<file path="src/rtl/swmf_pkg.sv">
// Shared types and constants for the sliding window median filter.
package swmf_pkg;

  localparam int CFG_W = 5;
  localparam logic [CFG_W-1:0] CFG_LEN_RESET = 5'd2;

  typedef struct packed {
    logic lo;
    logic hi;
  } swmf_sel_t;

endpackage

</file>
<file path="src/rtl/swmf_cell.sv">
// One window cell: holds a sample by age, a circulating copy and the sample's rank.
module swmf_cell #(
  parameter int SAMPLE_WIDTH = 16,
  parameter int IDX_W        = 4,
  parameter int IDX          = 0
) (
  input  logic                           clk,
  input  logic                           rst_n,
  input  logic                           load,
  input  logic                           step,
  input  logic                           active,
  input  logic signed [SAMPLE_WIDTH-1:0] hist_in,
  input  logic signed [SAMPLE_WIDTH-1:0] circ_in,
  input  logic signed [SAMPLE_WIDTH-1:0] bval,
  input  logic        [IDX_W-1:0]        k,
  input  logic        [IDX_W-1:0]        lo_tgt,
  input  logic        [IDX_W-1:0]        hi_tgt,
  output logic signed [SAMPLE_WIDTH-1:0] hist_out,
  output logic signed [SAMPLE_WIDTH-1:0] circ_out,
  output swmf_pkg::swmf_sel_t            sel
);

  logic signed [SAMPLE_WIDTH-1:0] hist_r;
  logic signed [SAMPLE_WIDTH-1:0] circ_r;
  logic        [IDX_W-1:0]        rank_r;
  logic                           inc;

  // ties broken by age so ranks are unique
  assign inc = (bval < hist_r) || ((bval == hist_r) && (k < IDX_W'(IDX)));

  always_ff @(posedge clk) begin
    if (!rst_n) begin
      hist_r <= '0;
    end else if (load) begin
      hist_r <= hist_in;
    end
  end

  always_ff @(posedge clk) begin
    if (load) begin
      circ_r <= hist_in;
      rank_r <= '0;
    end else if (step) begin
      circ_r <= circ_in;
      if (inc) begin
        rank_r <= rank_r + 1'b1;
      end
    end
  end

  assign hist_out = hist_r;
  assign circ_out = circ_r;
  assign sel.lo   = active && (rank_r == lo_tgt);
  assign sel.hi   = active && (rank_r == hi_tgt);

endmodule

</file>
<file path="src/rtl/sliding_window_median_filter.sv">
// Sliding window median filter top level: control, cell chain and median pick.
//
// Input stream (in_*): one signed sample per transfer in in_tdata.
// Output stream (out_*): one result per input, twice the median of the
// newest N samples (sum of the two middle samples when N is even).
// cfg_wen/cfg_wdata write the window length N; 0 acts as 1, values above
// MAX_WINDOW act as MAX_WINDOW. Write it only while the block is idle.
// A new sample is taken only while the block is idle, after the previous
// result has entered the output register. Each sample's rank is found by
// circulating the window once through the cell chain, one sample per cycle.
// Reset clears the window to zeros and sets N to 2.
// A stalled receiver holds the result in the output register; the next
// sample is still taken and processed, and the one after waits until the
// output register is free.
module sliding_window_median_filter #(
  parameter int MAX_WINDOW   = 16,
  parameter int SAMPLE_WIDTH = 16,
  localparam int IN_TDW      = ((SAMPLE_WIDTH + 7) / 8) * 8,
  localparam int OUT_TDW     = ((SAMPLE_WIDTH + 8) / 8) * 8
) (
  input  logic                      clk,
  input  logic                      rst_n,
  input  logic                      in_tvalid,
  output logic                      in_tready,
  input  logic [IN_TDW-1:0]         in_tdata,   // [SAMPLE_WIDTH-1:0] sample
  output logic                      out_tvalid,
  input  logic                      out_tready,
  output logic [OUT_TDW-1:0]        out_tdata,  // [SAMPLE_WIDTH:0] median_doubled
  input  logic                      cfg_wen,
  input  logic [swmf_pkg::CFG_W-1:0] cfg_wdata
);

  localparam int IDX_W = $clog2(MAX_WINDOW);
  localparam int LEN_W = $clog2(MAX_WINDOW + 1);
  localparam int CW    = (swmf_pkg::CFG_W > LEN_W) ? swmf_pkg::CFG_W : LEN_W;

  localparam logic [1:0] ST_IDLE = 2'd0;
  localparam logic [1:0] ST_RANK = 2'd1;
  localparam logic [1:0] ST_DONE = 2'd2;

  logic [1:0]                  state_r, state_nxt;
  logic [IDX_W-1:0]            k_r, k_nxt;
  logic [swmf_pkg::CFG_W-1:0]  cfg_len_r;
  logic [CW-1:0]               cfg_ext;
  logic [LEN_W-1:0]            eff_len;
  logic [LEN_W-1:0]            len_m1;
  logic [IDX_W-1:0]            lo_tgt, hi_tgt;
  logic                        in_xfer, load, step, out_load;
  logic signed [SAMPLE_WIDTH:0] med_r, med_nxt;
  logic                        out_valid_r, out_valid_nxt;

  logic signed [SAMPLE_WIDTH-1:0] hist_w [MAX_WINDOW];
  logic signed [SAMPLE_WIDTH-1:0] circ_w [MAX_WINDOW];
  swmf_pkg::swmf_sel_t            sel_w  [MAX_WINDOW];
  logic [MAX_WINDOW-1:0]          lo_vec, hi_vec, act_vec;
  logic signed [SAMPLE_WIDTH-1:0] lo_val, hi_val;

  // window length
  always_ff @(posedge clk) begin
    if (!rst_n) begin
      cfg_len_r <= swmf_pkg::CFG_LEN_RESET;
    end else if (cfg_wen) begin
      cfg_len_r <= cfg_wdata;
    end
  end

  assign cfg_ext = CW'(cfg_len_r);

  always_comb begin
    priority if (cfg_ext == '0) begin
      eff_len = LEN_W'(1);
    end else if (cfg_ext > CW'(MAX_WINDOW)) begin
      eff_len = LEN_W'(MAX_WINDOW);
    end else begin
      eff_len = LEN_W'(cfg_ext);
    end
  end

  assign len_m1 = eff_len - 1'b1;
  assign lo_tgt = IDX_W'(len_m1 >> 1);
  assign hi_tgt = IDX_W'(eff_len >> 1);

  // control
  assign in_tready = (state_r == ST_IDLE);
  assign in_xfer   = in_tvalid && in_tready;
  assign load      = in_xfer;
  assign step      = (state_r == ST_RANK);
  assign out_load  = (state_r == ST_DONE) && (!out_valid_r || out_tready);

  always_comb begin
    state_nxt = state_r;
    k_nxt     = k_r;
    unique case (state_r)
      ST_IDLE: begin
        if (in_xfer) begin
          state_nxt = ST_RANK;
          k_nxt     = '0;
        end
      end
      ST_RANK: begin
        k_nxt = k_r + 1'b1;
        if (LEN_W'(k_r) == len_m1) begin
          state_nxt = ST_DONE;
        end
      end
      ST_DONE: begin
        if (out_load) begin
          state_nxt = ST_IDLE;
        end
      end
      default: begin
        state_nxt = ST_IDLE;
      end
    endcase
  end

  always_ff @(posedge clk) begin
    if (!rst_n) begin
      state_r     <= ST_IDLE;
      k_r         <= '0;
      out_valid_r <= 1'b0;
    end else begin
      state_r     <= state_nxt;
      k_r         <= k_nxt;
      out_valid_r <= out_valid_nxt;
    end
  end

  // cell chain
  for (genvar i = 0; i < MAX_WINDOW; i++) begin : g_cell
    logic signed [SAMPLE_WIDTH-1:0] hin;
    logic signed [SAMPLE_WIDTH-1:0] cin;

    if (i == 0) begin : g_head
      assign hin = SAMPLE_WIDTH'(in_tdata[SAMPLE_WIDTH-1:0]);
    end else begin : g_body
      assign hin = hist_w[i-1];
    end

    if (i == MAX_WINDOW - 1) begin : g_tail
      assign cin = circ_w[i];
    end else begin : g_mid
      assign cin = circ_w[i+1];
    end

    assign act_vec[i] = (eff_len > LEN_W'(i));
    assign lo_vec[i]  = sel_w[i].lo;
    assign hi_vec[i]  = sel_w[i].hi;

    swmf_cell #(
      .SAMPLE_WIDTH (SAMPLE_WIDTH),
      .IDX_W        (IDX_W),
      .IDX          (i)
    ) u_cell (
      .clk      (clk),
      .rst_n    (rst_n),
      .load     (load),
      .step     (step),
      .active   (act_vec[i]),
      .hist_in  (hin),
      .circ_in  (cin),
      .bval     (circ_w[0]),
      .k        (k_r),
      .lo_tgt   (lo_tgt),
      .hi_tgt   (hi_tgt),
      .hist_out (hist_w[i]),
      .circ_out (circ_w[i]),
      .sel      (sel_w[i])
    );
  end

  // median pick
  always_comb begin
    lo_val = '0;
    hi_val = '0;
    for (int i = 0; i < MAX_WINDOW; i++) begin
      if (lo_vec[i]) begin
        lo_val = lo_val | hist_w[i];
      end
      if (hi_vec[i]) begin
        hi_val = hi_val | hist_w[i];
      end
    end
  end

  assign med_nxt = out_load ? ({lo_val[SAMPLE_WIDTH-1], lo_val} +
                               {hi_val[SAMPLE_WIDTH-1], hi_val}) : med_r;

  always_comb begin
    out_valid_nxt = out_valid_r;
    if (out_load) begin
      out_valid_nxt = 1'b1;
    end else if (out_tready) begin
      out_valid_nxt = 1'b0;
    end
  end

  always_ff @(posedge clk) begin
    med_r <= med_nxt;
  end

  assign out_tvalid = out_valid_r;
  assign out_tdata  = OUT_TDW'($unsigned(med_r));

  // checks
  a_rank_bound: assert property (@(posedge clk) disable iff (!rst_n)
    (state_r == ST_RANK) |-> (LEN_W'(k_r) < eff_len))
    else $error("rank step counter ran past window length");

  a_lo_unique: assert property (@(posedge clk) disable iff (!rst_n)
    (state_r == ST_DONE) |-> $onehot(lo_vec))
    else $error("lower middle rank not unique");

  a_hi_unique: assert property (@(posedge clk) disable iff (!rst_n)
    (state_r == ST_DONE) |-> $onehot(hi_vec))
    else $error("upper middle rank not unique");

  a_accept_rank: assert property (@(posedge clk) disable iff (!rst_n)
    in_xfer |=> (state_r == ST_RANK))
    else $error("accepted sample did not start ranking");

  a_out_src: assert property (@(posedge clk) disable iff (!rst_n)
    $rose(out_valid_r) |-> ($past(state_r) == ST_DONE))
    else $error("result raised without a finished ranking pass");

endmodule

</file>
<file path="config.mk">
export PLATFORM = sky130hd
export DESIGN_NAME = sliding_window_median_filter
export DESIGN_NICKNAME = d
export VERILOG_FILES = /design/src/rtl/swmf_pkg.sv /design/src/rtl/swmf_cell.sv /design/src/rtl/sliding_window_median_filter.sv
export SDC_FILE = /design/constraint.sdc
export NUM_CORES = 2
export LEC_CHECK = 0
export ABC_AREA = 1
export BUFFER_PORTS_ARGS = -buffer_cell sky130_fd_sc_hd__buf_4
export CAP_MARGIN = 40
export CORE_UTILIZATION = 37
export CTS_CLUSTER_DIAMETER = 30
export DETAILED_ROUTE_END_ITERATION = 7
export GPL_TIMING_DRIVEN = 0
export PLACE_DENSITY = 0.53
export SLEW_MARGIN = 20
export SYNTH_ARGS = -nofsm -noshare
export SYNTH_HDL_FRONTEND = slang
export SYNTH_SLANG_ARGS = --single-unit
</file>
<file path="constraint.sdc">
create_clock -name clk -period 7.66 [get_ports clk]
set_input_delay 0.766 -clock clk [delete_from_list [all_inputs] [get_ports clk]]
set_output_delay 0.766 -clock clk [all_outputs]
set_load 0.05 [all_outputs]
</file>
# Yosys cells after proc, flatten, opt, wreduce, memory -nomap -nowiden

Index checks and enable logic that the tools add are counted.
Widths: inputs -> output; s select.

Add/sub/neg operators: 19
$lt $le $gt $ge: 49
Equality and inequality tests: 54
Mux-type cells: 72
Bitwise operators: 30
Reduce and logical (&&, ||, !) cells: 91

Operators with widths:

| operator            | number |
|---|---|
| $mux 16             | 62 |
| $or 16x16->16       | 30 |
| $eq 16x16->1        | 16 |
| $lt 16x16->1        | 16 |
| $eq 4x4->1          | 32 |
| $add 4x1->4 const B | 17 |
| $logic_and 1x1->1   | 50 |
| $gt 5x4->1 const B  | 8 |
| $reduce_and 2->1    | 17 |
| $lt 4x4->1 const B  | 8 |
| $gt 5x3->1 const B  | 4 |
| $add 16x16->17      | 1 |
| $logic_or 1x1->1    | 17 |
| $lt 4x3->1 const B  | 4 |
| $gt 5x1->1 const B  | 2 |
| $gt 5x2->1 const B  | 2 |
| $mux 5              | 2 |
| $lt 4x1->1 const B  | 2 |
| $lt 4x2->1 const B  | 2 |
| $pmux 4 s2          | 1 |
| $mux 2              | 3 |
| $pmux 2 s3          | 1 |
| $reduce_bool 2->1   | 3 |
| $eq 4x5->1          | 1 |
| other kinds (12)    | 14 |

Register bits: 605
Bits of input ports: 26
Output and inout bits: 26
Logic and storage cells: 368

# Logic depth before layout (Yosys ltp)

Depth in word-level cells: 38
Gate-level depth with buffers: 27
Mapped depth without buffers: 25

# By module

Synthesis repeated with hierarchy kept, for this count alone.

Cell total of the unflattened synthesis: 4841
Area total of the unflattened synthesis: 36480.0 µm²

By module, submodules not included:

| module                            | times used | cells each | area each (µm²) | seq. area each (µm²) |
|---|---|---|---|---|
| sliding_window_median_filter      | 1          | 913        | 5412.7          | 750.7 |
| swmf_cell (g_cell[5].u_cell ...)  | 2          | 256        | 1965.6          | 880.8 |
| swmf_cell (g_cell[11].u_cell ...) | 2          | 243        | 1940.6          | 880.8 |
| swmf_cell (g_cell[1].u_cell ...)  | 2          | 240        | 1923.1          | 880.8 |
| swmf_cell (g_cell[12].u_cell)     | 1          | 250        | 1985.7          | 880.8 |
| swmf_cell (g_cell[8].u_cell)      | 1          | 258        | 1985.7          | 880.8 |
| swmf_cell (g_cell[10].u_cell)     | 1          | 244        | 1940.6          | 880.8 |
| swmf_cell (g_cell[6].u_cell)      | 1          | 244        | 1938.1          | 880.8 |
| swmf_cell (g_cell[4].u_cell)      | 1          | 242        | 1931.9          | 880.8 |
| swmf_cell (g_cell[0].u_cell)      | 1          | 247        | 1926.8          | 880.8 |
| swmf_cell (g_cell[15].u_cell)     | 1          | 241        | 1925.6          | 880.8 |
| swmf_cell (g_cell[7].u_cell)      | 1          | 243        | 1925.6          | 880.8 |
| swmf_cell (g_cell[13].u_cell)     | 1          | 240        | 1924.3          | 880.8 |
| swmf_cell (g_cell[2].u_cell)      | 1          | 241        | 1924.3          | 880.8 |

# Worst setup path before layout

OpenSTA, ideal clock, no wires.

Path type: reg2reg
Start: reg state_r[1]
End: reg g_cell[0].u_cell.circ_r[0], enable pin
Library setup time: 0.591 ns
Arrival: 6.457 ns
Data required time: 7.069 ns
Path slack: 0.612 ns
Cell stages (with the launch flop): 7
Path buffers: 1
Period minus slack after synthesis: 7.048 ns
Path through: dfxtp_1 > nor2_1 > nand2_1 > inv_1 > clkbuf_1 > nor2_1 > inv_1

Cells in the longest elaborated chain, start to end: 3
Elaborated cells on any way between the ends: 4
Classes of those cells: 1 x eq/ne; 3 x reduce/logical

Ends and longest elaborated chain:

| element                            | line                                | RTL |
|---|---|---|
| start: declaration                 | sliding_window_median_filter.sv:41  | `logic [1:0] state_r, state_nxt;` |
| start signal: assignment           | sliding_window_median_filter.sv:123 | `state_r <= state_nxt;` |
| $logic_not 2->1                    | sliding_window_median_filter.sv:84  | `assign in_tready = (state_r == ST_IDLE);` |
| via in_tready                      | sliding_window_median_filter.sv:24  | `output logic in_tready,` |
| $logic_and 1x1->1                  | sliding_window_median_filter.sv:85  | `assign in_xfer = in_tvalid && in_tready;` |
| $reduce_bool 2->1 (no source line) | -                                   |  |
| end signal: assignment             | swmf_cell.sv:41                     | `circ_r <= hist_in;` |
| end signal: assignment             | swmf_cell.sv:44                     | `circ_r <= circ_in;` |
| end: declaration                   | swmf_cell.sv:24                     | `logic signed [SAMPLE_WIDTH-1:0] circ_r;` |

The timed path passes the listed nets, and every way through them passes these cells.
A chain may end at the register's enable or synchronous reset.

# Final worst setup path

Start: reg cfg_len_r (netlist bit cfg_ext[2])
End: reg med_r[11], data pin

Cells in the longest elaborated chain, start to end: 38
Elaborated cells on any way between the ends: 148
Classes of those cells: 2 x add/sub; 17 x order compare; 32 x eq/ne; 34 x mux; 30 x bitwise; 33 x reduce/logical

Ends and longest elaborated chain:

| element                  | line                                | RTL |
|---|---|---|
| start: declaration       | sliding_window_median_filter.sv:43  | `logic [swmf_pkg::CFG_W-1:0] cfg_len_r;` |
| start signal: assignment | sliding_window_median_filter.sv:61  | `cfg_len_r <= swmf_pkg::CFG_LEN_RESET;` |
| start signal: assignment | sliding_window_median_filter.sv:63  | `cfg_len_r <= cfg_wdata;` |
| $gt 5x5->1               | sliding_window_median_filter.sv:72  | `end else if (cfg_ext > CW'(MAX_WINDOW)) begin` |
| $mux 5                   | sliding_window_median_filter.sv:72  |  |
| $mux 5 *                 | sliding_window_median_filter.sv:70  | `priority if (cfg_ext == '0) begin` |
| $sub 5x1->5              | sliding_window_median_filter.sv:79  | `assign len_m1 = eff_len - 1'b1;` |
| $eq 4x4->1               | swmf_cell.sv:53                     | `assign sel.lo = active && (rank_r == lo_tgt);` |
| $logic_and 1x1->1        | swmf_cell.sv:53                     |  |
| $mux 16                  | sliding_window_median_filter.sv:177 | `if (lo_vec[i]) begin` |
| $or 16x16->16            | sliding_window_median_filter.sv:178 | `lo_val = lo_val \| hist_w[i];` |
| [... 22 more ...]        | -                                   |  |
| $mux 16                  | sliding_window_median_filter.sv:177 |  |
| $or 16x16->16            | sliding_window_median_filter.sv:178 |  |
| $mux 16                  | sliding_window_median_filter.sv:177 |  |
| $or 16x16->16            | sliding_window_median_filter.sv:178 |  |
| $mux 16                  | sliding_window_median_filter.sv:177 |  |
| $or 16x16->16            | sliding_window_median_filter.sv:178 |  |
| $mux 16                  | sliding_window_median_filter.sv:177 |  |
| $add 16x16->17 *         | sliding_window_median_filter.sv:186 | `assign med_nxt = out_load ? ({lo_val[SAMPLE_WIDTH-1], lo_val} +` |
| end signal: assignment   | sliding_window_median_filter.sv:199 | `med_r <= med_nxt;` |
| end: declaration         | sliding_window_median_filter.sv:49  | `logic signed [SAMPLE_WIDTH:0] med_r, med_nxt;` |

Mark *: on every way between the ends. The rest lies on a longest branch, timed or not.

==> summary.txt <==
Critical path
  • Crit path kind: flop to flop
  • Worst-path maximum fanout: 10
  • Worst setup EP type: flop
  • Startpoint Class: flop
  • CP required: 8.15 ns
  • Reg2reg path depth: 20
  • Worst path arrival time: 6.00 ns

Synth
  • Post-Syn Area: 36100 um^2
  • Synth Area in Simple Gates: 0.289
  • Top FF cell, synth: dfxtp_1
  • Syn Inst Count: 4853
  • Top-area cell type share of the netlist area: 0.227
  • Register area share after synthesis: 0.411
  • Largest cells by area after synthesis: edfxtp_1, dfxtp_1, nand2_1
  • Xor-xnor portion of the synthesized cell area: 0.0165
  • Ys Warns: 0
  • Area share of fa/ha/maj cells after synthesis: 0.101
  • Area leader, netlist: edfxtp_1
  • Combinational family with the most area after synthesis: simple AND/OR/NAND/NOR gates
  • Avg Inst Size Synth: 7.45 um^2
  • Complex-gate fraction of the synthesized area: 0.105
  • EDFF count, synth: 273
  • Synth unique cells: 51
  • Ys async rst share: 0
  • Mux cell area share after synthesis: 0
  • Flops & latches, synth: 605

Final layout
  • Final Util: 0.453
  • Commonest non-fill, non-tap cell in the layout: nand2_1
  • Multi-input gate area: 18500 um^2
  • # fillers: 10.0k
  • Most frequent cells in the layout: nand2_1, inv_1, a21oi_1
  • Register area: 14800 um^2
  • Fraction of final layout cells with drive strength greater than 1: 0.0901
  • Area Overhead vs Synth: 21.2%
  • NumNets Final: 5413

Clock network
  • CTS Buffer Depth: 3
  • Worst-path clk slew: 0.05 ns
  • Worst-skew pair later-pin latency: 0.76 ns
  • Root Buffer: clkbuf_16
  • CTS tree: built
  • # resized after CTS: 0
  • Post-CTS setup buffer count: 0
  • CTS buffer count: 142
  • Hold-fix buffers at CTS: 0
  • # clock sinks: 605
  • H-tree lvl count: 4

Timing
  • Worst setup margin: 2.15 ns
  • Final Cycle Share: 0.719
  • Final slew viol count: 0
  • Slew @ Worst Pin: 0.933 ns
  • Final setup viols: 0
  • Setup Skew: 0.0319 ns
  • Hold_ws: 0.223 ns
  • Post-route setup TNS: 0 ns
  • Fin crit period: 5.51 ns
  • Hold Vio Cnt, Final: 0
  • RSZ-0062 raised after global routing: no
  • Achievable Freq: 181 MHz
  • Rel. slew slack: 0.378

Power
  • Pleak: 18.4 nW
  • Worst IR Drop VDD: 0.000213 V
  • Pwr Density: 285 nW/um^2
  • Total design power: 0.0125 W

Routing
  • Via Count: 36.5k
  • Avg Vias per Cell: 5.61
  • Post-DRT Antenna Nets: 0
  • Iter 0 DRT Violations: 4624
  • Drt first pass iters: 6
  • Drt wl/cell: 29.7 um
  • Drt total wl: 193000 um
  • DRC: 0

Flow run
  • Max cap viols: 0

Global route
  • Total GRT Usage: 0.387
  • First-pass GRT wire length: 263000 um
  • Largest net degree at the start of global routing: 106
  • Vias in the first global route: 33.9k
  • Grt total ovfl: 0
  • Initial antenna violation count: 10

Die
  • Core Area: 96700 um^2
  • I/O pin cnt: 52
  • DIE WIDTH: 315 um
  • Initial core utilization: 0.374
  • DIE HEIGHT: 315 um
  • Core Rows: 114
  • Die ar.: 98900 um^2

Status
  • Status: complete, no violations

Place
  • # port buffers: 44
  • Post-Place Worst Slack: 2.33 ns
  • GP Congestion: 1.11
  • Hpwl dp: 157000 um

Hold path
  • Hold Crit Class: input port to flop
  • WHS Path Cells: 2
-- cells in the mapped netlist, types with 6 or more instances --
| master | count |
|---|---|
| nand2_1 | 1538 |
| inv_1 | 476 |
| a21oi_1 | 468 |
| nand3_1 | 441 |
| nor2_1 | 348 |
| dfxtp_1 | 332 |
| ha_1 | 289 |
| edfxtp_1 | 273 |
| clkbuf_1 | 121 |
| o21ai_0 | 109 |
| nand4_1 | 86 |
| xor2_1 | 53 |
| buf_4 | 38 |
| o22ai_1 | 36 |
| buf_2 | 35 |
| nor3_1 | 27 |
| a21o_1 | 18 |
| nor2_4 | 15 |
| o211ai_1 | 15 |
| nor2_2 | 14 |
| buf_1 | 12 |
| xnor2_1 | 12 |
| o21a_1 | 11 |
| a211oi_1 | 10 |
| nor4_1 | 7 |
| buf_6 | 6 |
| nand2_2 | 6 |
| nand3b_1 | 6 |
| o21ai_1 | 6 |
| o22a_1 | 6 |
-- per-stage QoR --
step,cell area [um^2],instances
floorplan,36200,4859
global placement,38100,6179
detailed placement,38900,6229
CTS,43800,6492
global route,43800,6492
finish,43800,6494
-- critical path: stages, from the launching register on --
cell and delay (ns):
dfxtp_1 0.28, buf_2 0.17, nor2_1 0.17, nand2_1 0.11
nand2_1 0.07, nand2_1 0.35, buf_2 0.40, a22oi_1 0.24
nand3b_1 0.54, buf_2 0.40, o22ai_1 0.50, nor3_1 0.11
nand2_1 0.13, ha_1 0.29, a21oi_1 0.16, nand2_1 0.19
a21oi_1 0.36, o21ai_0 0.19, a21boi_0 0.28, o21ai_0 0.14
xor2_1 0.16
-- cells by family after synthesis --
kind of cell,count (synthesis)
simple gates,2498
compound gates,701
buf+inv,692
flops,605
fa+ha+maj,290
xor+xnor,66
other cells,1
-- cell type report --
cell class	count	share of cell area
clock inverter	79	0.0223
clock buffer	184	0.0905
timing repair buffer	94	0.0248
antenna	2	0.000114
inverter	480	0.0413
buffer	212	0.0236
tap	1276	0.0364
sequential	605	0.339
multi-input combinational	3562	0.422
-- registers in the layout, summed over array words and instances (netlist names) --
signal / flops
out_tvalid: 1
k_r: 4
med_r: 17
cfg_ext: 5
state_r: 2
g_cell.u_cell.circ_out: 256
g_cell.u_cell.rank_r: 64
g_cell.u_cell.hist_out: 256
-- power by group --
| group | total, W | internal [W] | switching, W |
|---|---|---|---|
| clock network | 0.00616 | 0.00419 | 0.00197 |
| logic | 0.00243 | 0.000700 | 0.00173 |
| registers | 0.00392 | 0.00372 | 0.000203 |
-- path summary, 6_finish.rpt --
path	from	endpoint	slack, ns
hold reg to reg	g_cell[1].u_cell.rank_r[3]$_SDFFE_PP0P_	g_cell[1].u_cell.rank_r[3]$_SDFFE_PP0P_	0.46
setup reg to reg	cfg_ext[2]$_SDFFE_PN0P_	med_r[11]$_DFFE_PP_	2.15
setup / recovery	cfg_ext[2]$_SDFFE_PN0P_	med_r[11]$_DFFE_PP_	2.15
hold / removal	cfg_wen	cfg_ext[1]$_SDFFE_PN1P_	0.22
-- layer usage --
| metal | wire [um] | track usage | up-vias | share of wire |
|---|---|---|---|---|
| met5 | 21 | 0 | - | 0.00011 |
| met4 | 12800 | 0.229 | 4 | 0.067 |
| met3 | 16600 | 0.0744 | 443 | 0.086 |
| met2 | 82600 | 0.579 | 1861 | 0.43 |
| met1 | 80800 | 0.515 | 17500 | 0.42 |
| li1 | - | - | 16600 | - |
Note: power is estimated with default switching activity, not from simulation.
